## src/rtl/core/fkmp_pkg.sv

```systemverilog
// Shared types, codes and keyword tables for the framed keyword message parser.
package fkmp_pkg;

  // Width of one received byte and of the packed data buses.
  localparam int unsigned BYTE_W = 8;
  // Width of the configuration register index.
  localparam int unsigned CFG_INDEX_W = 2;
  // Number of keywords matched in parallel.
  localparam int unsigned KW_COUNT = 4;

  // Configuration register indexes.
  typedef enum logic [CFG_INDEX_W-1:0] {
    REG_START_CHAR = 2'd0,
    REG_END_CHAR   = 2'd1
  } cfg_reg_t;

  // Result codes; the first four follow the keyword order.
  typedef enum logic [2:0] {
    KIND_CONNECTED    = 3'd0,
    KIND_DISCONNECTED = 3'd1,
    KIND_SCAN_BEGUN   = 3'd2,
    KIND_SCAN_HALTED  = 3'd3,
    KIND_UNRECOGNIZED = 3'd4,
    KIND_OVERRUN      = 3'd5
  } kind_t;

  // Reset values of the frame delimiters.
  localparam logic [BYTE_W-1:0] START_CHAR_RESET = 8'h21;
  localparam logic [BYTE_W-1:0] END_CHAR_RESET   = 8'h3B;

  // Length of keyword k.
  function automatic logic [7:0] kw_len(input logic [1:0] k);
    logic [7:0] len;
    case (k)
      2'd0:    len = 8'd1;
      2'd1:    len = 8'd1;
      2'd2:    len = 8'd10;
      default: len = 8'd9;
    endcase
    return len;
  endfunction

  // Character of keyword k at position pos, zero past the keyword's end.
  function automatic logic [7:0] kw_char(input logic [1:0] k, input logic [7:0] pos);
    logic [7:0] c;
    c = 8'h00;
    case (k)
      2'd0: begin
        if (pos == 8'd0) c = "C";
      end
      2'd1: begin
        if (pos == 8'd0) c = "D";
      end
      2'd2: begin
        case (pos)
          8'd0: c = "S";
          8'd1: c = "C";
          8'd2: c = "A";
          8'd3: c = "N";
          8'd4: c = "_";
          8'd5: c = "S";
          8'd6: c = "T";
          8'd7: c = "A";
          8'd8: c = "R";
          8'd9: c = "T";
          default: c = 8'h00;
        endcase
      end
      default: begin
        case (pos)
          8'd0: c = "S";
          8'd1: c = "C";
          8'd2: c = "A";
          8'd3: c = "N";
          8'd4: c = "_";
          8'd5: c = "S";
          8'd6: c = "T";
          8'd7: c = "O";
          8'd8: c = "P";
          default: c = 8'h00;
        endcase
      end
    endcase
    return c;
  endfunction

endpackage

```

## src/rtl/core/framed_keyword_message_parser_unit.sv

```systemverilog
// Framed keyword message parser: byte stream in, one message kind per closed frame out.
//
// Usage:
//   s_tvalid/s_tready/s_tdata carry received bytes, one byte per transfer.
//   m_tvalid/m_tready/m_tdata carry results; m_tdata[2:0] is the message kind
//   (0 connected, 1 disconnected, 2 scan started, 3 scan stopped,
//   4 unrecognized, 5 overrun).
//   cfg_valid/cfg_ready/cfg_index/cfg_data write the start character (index 0)
//   and the end character (index 1); other indexes are dropped. cfg_ready is
//   always high. Write the registers only while no byte is in flight.
// Timing:
//   Each byte is handled in the cycle it is transferred; the frame state and
//   the result register update at that edge, so a result appears on m_tvalid
//   in the cycle after the closing or overflowing byte. One byte is taken every
//   cycle; the single result register is the only limit.
// Reset and stalls:
//   rst (synchronous, active high) closes any open frame, restores the default
//   delimiters and empties the result register. While a result waits and
//   m_tready is low, s_tready drops; bytes that would produce no result still
//   wait, and the byte stream resumes as soon as the result is transferred.
module framed_keyword_message_parser_unit
  import fkmp_pkg::*;
#(
  parameter int unsigned MAX_BODY_LEN = 100
) (
  input  logic                   clk,
  input  logic                   rst,
  // Input byte stream.
  input  logic                   s_tvalid,
  output logic                   s_tready,
  input  logic [BYTE_W-1:0]      s_tdata,   // [7:0] rx_byte
  // Result stream.
  output logic                   m_tvalid,
  input  logic                   m_tready,
  output logic [BYTE_W-1:0]      m_tdata,   // [2:0] message_kind, [7:3] zero
  // Configuration writes.
  input  logic                   cfg_valid,
  output logic                   cfg_ready,
  input  logic [CFG_INDEX_W-1:0] cfg_index,
  input  logic [BYTE_W-1:0]      cfg_data
);

  localparam int unsigned LEN_W = $clog2(MAX_BODY_LEN + 1);
  localparam logic [LEN_W-1:0] LEN_LIMIT = LEN_W'(MAX_BODY_LEN);

  // Configuration registers.
  logic [BYTE_W-1:0] start_char;
  logic [BYTE_W-1:0] end_char;

  // Frame state.
  logic                in_frame;
  logic                in_frame_next;
  logic [LEN_W-1:0]    body_length;
  logic [LEN_W-1:0]    body_length_next;
  logic [KW_COUNT-1:0] kw_possible;
  logic [KW_COUNT-1:0] kw_possible_next;
  logic                body_terminated;
  logic                body_terminated_next;

  // Result register.
  logic  out_valid;
  kind_t out_kind;

  // Per-byte decisions.
  logic                s_fire;
  logic                res_valid;
  kind_t               res_kind;
  logic [KW_COUNT-1:0] kw_keep;
  logic [KW_COUNT-1:0] kw_done;
  logic [LEN_W-1:0]    len_inc;
  logic                match_found;

  assign cfg_ready = 1'b1;
  assign s_tready  = !out_valid || m_tready;
  assign s_fire    = s_tvalid && s_tready;
  assign m_tvalid  = out_valid;
  assign m_tdata   = {{(BYTE_W - 3){1'b0}}, out_kind};
  assign len_inc   = body_length + LEN_W'(1);

  // Configuration register writes.
  always_ff @(posedge clk) begin
    if (rst) begin
      start_char <= START_CHAR_RESET;
      end_char   <= END_CHAR_RESET;
    end else if (cfg_valid && cfg_ready) begin
      unique case (cfg_index)
        REG_START_CHAR: start_char <= cfg_data;
        REG_END_CHAR:   end_char   <= cfg_data;
        default: ;
      endcase
    end
  end

  // Keyword candidates that survive the current byte at the current position,
  // and still possible keywords whose full length equals the current body length or whose body ended in a zero byte.
  always_comb begin
    for (int k = 0; k < KW_COUNT; k++) begin
      if (s_tdata == '0) begin
        kw_keep[k] = (kw_len(2'(k)) == 8'(body_length));
      end else begin
        kw_keep[k] = (kw_char(2'(k), 8'(body_length)) == s_tdata);
      end
      kw_done[k] = kw_possible[k] && (body_terminated || kw_len(2'(k)) == 8'(body_length));
    end
  end

  // Next frame state and the result for one transferred byte.
  always_comb begin
    in_frame_next        = in_frame;
    body_length_next     = body_length;
    kw_possible_next     = kw_possible;
    body_terminated_next = body_terminated;
    res_valid            = 1'b0;
    res_kind             = KIND_UNRECOGNIZED;
    match_found          = 1'b0;

    if (!in_frame) begin
      if (s_tdata == start_char) begin
        in_frame_next        = 1'b1;
        body_length_next     = '0;
        kw_possible_next     = '1;
        body_terminated_next = 1'b0;
      end
    end else if (s_tdata == end_char) begin
      // Close the frame and report the first keyword that fits.
      in_frame_next = 1'b0;
      res_valid     = 1'b1;
      for (int k = 0; k < KW_COUNT; k++) begin
        if (kw_done[k] && !match_found) begin
          match_found = 1'b1;
          res_kind    = kind_t'(3'(k));
        end
      end
    end else begin
      // Store the byte; matching stops after the first zero byte.
      if (!body_terminated) begin
        kw_possible_next = kw_possible & kw_keep;
        if (s_tdata == '0) begin
          body_terminated_next = 1'b1;
        end
      end
      body_length_next = len_inc;
      if (len_inc >= LEN_LIMIT) begin
        in_frame_next = 1'b0;
        res_valid     = 1'b1;
        res_kind      = KIND_OVERRUN;
      end
    end
  end

  // Frame state registers.
  always_ff @(posedge clk) begin
    if (rst) begin
      in_frame        <= 1'b0;
      body_length     <= '0;
      kw_possible     <= '1;
      body_terminated <= 1'b0;
    end else if (s_fire) begin
      in_frame        <= in_frame_next;
      body_length     <= body_length_next;
      kw_possible     <= kw_possible_next;
      body_terminated <= body_terminated_next;
    end
  end

  // Result register: loads on a byte that yields a result, empties on transfer.
  always_ff @(posedge clk) begin
    if (rst) begin
      out_valid <= 1'b0;
    end else if (s_fire && res_valid) begin
      out_valid <= 1'b1;
    end else if (m_tready) begin
      out_valid <= 1'b0;
    end
  end

  always_ff @(posedge clk) begin
    if (s_fire && res_valid) begin
      out_kind <= res_kind;
    end
  end

  // An open frame never holds a body at or beyond the length limit.
  assert property (@(posedge clk) disable iff (rst) in_frame |-> body_length < LEN_LIMIT)
    else $error("body length reached the limit without closing the frame");

  // A zero byte is always counted, so a terminated body is never empty.
  assert property (@(posedge clk) disable iff (rst) body_terminated |-> body_length != '0)
    else $error("terminated body with zero length");

  // A stored byte that reaches the limit closes the frame with an overrun result.
  assert property (@(posedge clk) disable iff (rst)
    (s_fire && in_frame && s_tdata != end_char && len_inc == LEN_LIMIT)
      |=> (!in_frame && out_valid && out_kind == KIND_OVERRUN))
    else $error("overrun did not close the frame");

  // Results only carry defined message kinds.
  assert property (@(posedge clk) disable iff (rst) out_valid |-> out_kind <= KIND_OVERRUN)
    else $error("undefined message kind on the result stream");

endmodule

```

## config.mk

```make
export PLATFORM = sky130hd
export DESIGN_NAME = framed_keyword_message_parser_unit
export DESIGN_NICKNAME = d
export VERILOG_FILES = /design/src/rtl/core/fkmp_pkg.sv /design/src/rtl/core/framed_keyword_message_parser_unit.sv
export SDC_FILE = /design/constraint.sdc
export NUM_CORES = 1
export LEC_CHECK = 0
export ABC_CLOCK_PERIOD_IN_PS = 5280
export BUFFER_PORTS_ARGS = -buffer_cell sky130_fd_sc_hd__buf_2
export CAP_MARGIN = 20
export CORE_UTILIZATION = 30
export DETAILED_ROUTE_END_ITERATION = 10
export GPL_TIMING_DRIVEN = 0
export HOLD_SLACK_MARGIN = 0.1
export MAX_ROUTING_LAYER = met4
export PLACE_DENSITY = 0.48
export SYNTH_ARGS = -nofsm -noshare
export SYNTH_HDL_FRONTEND = slang
export SYNTH_SLANG_ARGS = --single-unit
```

## constraint.sdc

```tcl
create_clock -name clk -period 5.28 [get_ports clk]
set_clock_uncertainty 0.15 [all_clocks]
set_input_delay 1.32 -clock clk [delete_from_list [all_inputs] [get_ports clk]]
set_output_delay 1.32 -clock clk [all_outputs]
set_load 0.1 [all_outputs]
```

== After elaboration in Yosys (flattened, before gate mapping) ==
Memory sizes are Yosys's and may differ from the RTL's. A register that Yosys moved wholly into a read port is not among the register bits.
Index checks and enable logic that the tools add are counted.
Cells by class
  add/sub/neg operators: 1
  $lt $le $gt $ge: 1
  equal/unequal tests: 15
  muxes and demuxes: 55
  bitwise operators: 1
  reductions and logical operators: 27
Operators by type and width (number)
  two-way mux 8 bit: 9
  == test 8 bit: 6
  two-way mux 7 bit: 5
  two-way mux 4 bit: 8
  two-way mux 1 bit: 28
  == test 8 x 7 -> 1 bit: 3
  two-way mux 3 bit: 5
  == test 4 x 7 -> 1 bit (first input constant): 2
  logical AND 1 bit: 9
  logical NOT 8 bit: 1
  adder 7 x 1 -> 7 bit (second input constant): 1
  == test 1 x 7 -> 1 bit (first input constant): 1
  >= comparator 7 bit (second input constant): 1
  logical NOT 7 bit: 1
  bitwise AND 4 bit: 1
  logical NOT 1 bit: 4
  logical OR 1 bit: 4
  inequality test 2 bit (second input constant): 2
  AND reduction 2 bit: 2
  AND reduction 4 bit: 1
  nonzero test 2 bit: 2
  logical NOT 3 bit: 1
  AND reduction 3 bit: 1
  == test 2 x 1 -> 1 bit (second input constant): 1
  logical NOT 2 bit: 1
Word-level totals
  flip-flop bits (word level): 33
  ROM bits: 192
  output and inout port bits: 11
  logic and storage cells: 110
  memories kept: 2
Memories
  (no name shown): depth 16, width 6, rd ports 1, clocked after memory_dff 1, write ports 0, line fkmp_pkg.sv:55  | case (pos)
  (no name shown): depth 16, width 6, rd ports 1, clocked after memory_dff 1, write ports 0, line fkmp_pkg.sv:70  | case (pos)

== Depth between registers and ports, before layout ==
  depth in word-level cells: 20
  mapped depth: 13
  mapped depth without buffers: 13

== Least setup slack after synthesis ==
No wires, ideal clock.
  kind: input to register
  start: in m_tready
  end: reg with a tool-made name
  setup time: 0.074 ns
  arrival: 4.367 ns
  data required time: 5.056 ns
  setup slack: 0.689 ns
  stages on the path: 12
  cells stage by stage: nand2b_1 nand2_1 nand4b_1 a31oi_1 nor2_1 ha_1 or2_2 nand2_1 a2111oi_0 o41ai_1 o221ai_1 a31oi_1
RTL lines
  start: declaration: line framed_keyword_message_parser_unit.sv:34  | input logic m_tready,

==> flow_summary.ini <==
[timing]
max_slew.worst_pin.slew_ps = 772.9
fmax_mhz = 209.6
fin_crit_sh_pct = 90.35
maxSlewHeadroom_pct = 48.00
drv_slew = 0
period_needed_ps = 4770
hold_viol = 0
finalSetupViolCount = 0
fin_setup_tns_ps = 0
rsz0062_at_grt = no

[run_status]
status = complete, no violations

[critical_path]
reg2regPathDepth = 12
cp_max_fo = 9
reg2reg_from = start_char[2]
start_kind = input port
path_class = in -> reg
required_ps = 5360
worstSetupEndpointType = flip-flop
r2r_slack_ps = 1320
cp-startpoint = s_tdata[1]
arrival_ps = 4850

[final_layout]
fin_area_sq_um = 3196
syn2layout_area_growth_pct = 13.46
nets = 413
drive_above_1_share_pct = 14.21
num_antenna_cells = 0
stdcell_count = 488

[placed_design]
dpl.hpwl_microns = 5677
dp_cells = 481
port_buffers = 21
routabilityCongestion = 0.8324
placed_area_sq_um = 3072

[clocking]
ctsRootBufferMaster = clkbuf_8
postCtsSetupRepairBufs = 0
clock_latency_ps = 300
h-tree-depth = 2
cts_tree = done
path_clk_slew_ps = 90
cts_sinks = 44
hold_buffers = 0
cts.path.max_buffers = 2
numCtsBuffers = 5
ctsResizeCount = 0

[floorplanning]
initial_core_util_pct = 31.68
num_rows = 34
io_pins = 34
die_w_microns = 98.89
fp.dieArea_sq_um = 9779
placeableCoreArea_sq_um = 8891
die_h_microns = 98.89

[global_route]
grt_use_total_pct = 16.18
antenna_found_initial = 0
grt_pass1_vias = 2403
grt_pass1_wl_microns = 12100
grt.overflow.total = 0
grt_max_degree = 14

[yosys]
syn_area_sq_um = 2816
synth_area_leaders = dfxtp_1 29%, xor2_1 6.2%, nand2_1 5.2%
synth_cell_types = 59
yosysTopAreaCellShare_pct = 29.14
async_reset_ff_share_pct = 0
yosysTopAreaCell = dfxtp_1
ys.flop_type = dfxtp_1
ys_seq_area_share_pct = 32.34
synth_edf_count = 3
synth-seq-cells = 44
synthTopCellsByCount = 41 x dfxtp_1, 39 x nand2_1, 33 x nor2_1
avgSynthCellArea_sq_um = 8.093
synth_cells = 348
yosys_warnings = 0
synth.most_common_cell = dfxtp_1

[power]
p_leak_nw = 1.285
vdd_drop_max_mv = 0.1153
powerDensity_nw_per_um2 = 224.8

[routing]
vias = 2521
vias_per_cell = 5.166
first_pass_iters = 4
drt_wl_total_microns = 7298
top_layer_used = met4
routedWlPerCell_microns = 14.95
met1_length_microns = 3735
drt-initial-drc-count = 132
wl_met3_microns = 278
drcViolationCount = 0
ant_nets = 0
dr_wl_met2_microns = 3114

[min_path]
worstHoldEndpoint = end_char[6]
hold_start = end_char[6]
worst_hold_path.num_cells = 2
hold_class = reg -> reg

[flow_run]
cap_violations = 0
layout by cell type (no fill, tap or decap), types with 10 or more instances in the layout:
master / netlist / layout
clkbuf_1: 11 / 11
o21ai_0: 17 / 17
mux2i_1: 12 / 12
a21oi_1: 15 / 15
dfxtp_1: 41 / 41
ha_1: 10 / 10
inv_1: 13 / 13
nand3_1: 13 / 13
nand2_1: 39 / 39
buf_2: 5 / 26
nor2_1: 33 / 33
xor2_1: 20 / 20
power breakdown:
| group | total, mW | switching, mW | internal, mW | leakage, nW |
|---|---|---|---|---|
| sequential | 0.343 | 0.00342 | 0.340 | 0.360 |
| combinational | 0.0867 | 0.0589 | 0.0279 | 0.864 |
| clock | 0.288 | 0.121 | 0.167 | 0.0624 |
| total | 0.718 | 0.183 | 0.535 | 1.29 |
cells by family after synthesis:
family / after synthesis / synth area share, %
adder cells (fa/ha/maj): 10 / 4.442
XOR/XNOR: 24 / 7.730
multiplexers: 13 / 4.665
flip-flops: 44 / 32.34
other: 2 / 0.2666
buffers and inverters: 42 / 7.419
AND/OR/NAND/NOR: 133 / 24.08
AO/OA/AOI/OAI: 80 / 19.06
metal layers:
layer	GRT usage [%]	vias to the layer above
met1	22.18	1160
li1	-	1291
met4	5.970	0
met5	-	-
met2	23.99	58
met3	2.340	12
worst max-delay path, cell delays in order:
cell       delay [ps]
buf_2             180
xor2_1            160
nor4_1            630
a21oi_1           270
o32ai_1           660
nor2_1            200
ha_1              290
or2_2             310
nand2_1            70
a2111oi_0          60
o41ai_1           340
o221ai_1          180
a31oi_1           180
per-stage QoR:
stage / hold WS, ps / power (mW) / worst slack, ps / utilization (%)
6_report: 328.8 / 0.7182 / 509.6 / 35.94
5_1_grt: 364.8 / 0.7495 / 319.8 / 35.94
4_1_cts: 330.9 / 0.7282 / 579.7 / 35.94
3_5_place_dp: 314.0 / 0.4381 / 276.1 / 34.55
3_3_place_gp: 310.9 / 0.4375 / 208.8 / 34.55
2_1_floorplan: 298.1 / 0.4166 / 688.5 / -
worst max-delay path by stage:
stage / end / slack, ps / cells after the start
floorplan: flip-flop / 690 / 12
finish: flip-flop / 510 / 13
CTS: flip-flop / 580 / 13
global route: flip-flop / 320 / 13
detailed placement: flip-flop / 280 / 13
global placement: flip-flop / 210 / 13
cell type report:
type	instances	area, sq um
Tap cell	108	135.1
Sequential cell	44	910.9
Inverter	15	56.30
Buffer	27	152.6
Clock buffer	6	93.84
Fill cell	930	5695
Clock inverter	1	30.03
Timing Repair Buffer	21	105.1
Multi-Input combinational cell	266	1712
Note: power is estimated with default switching activity, not from simulation.
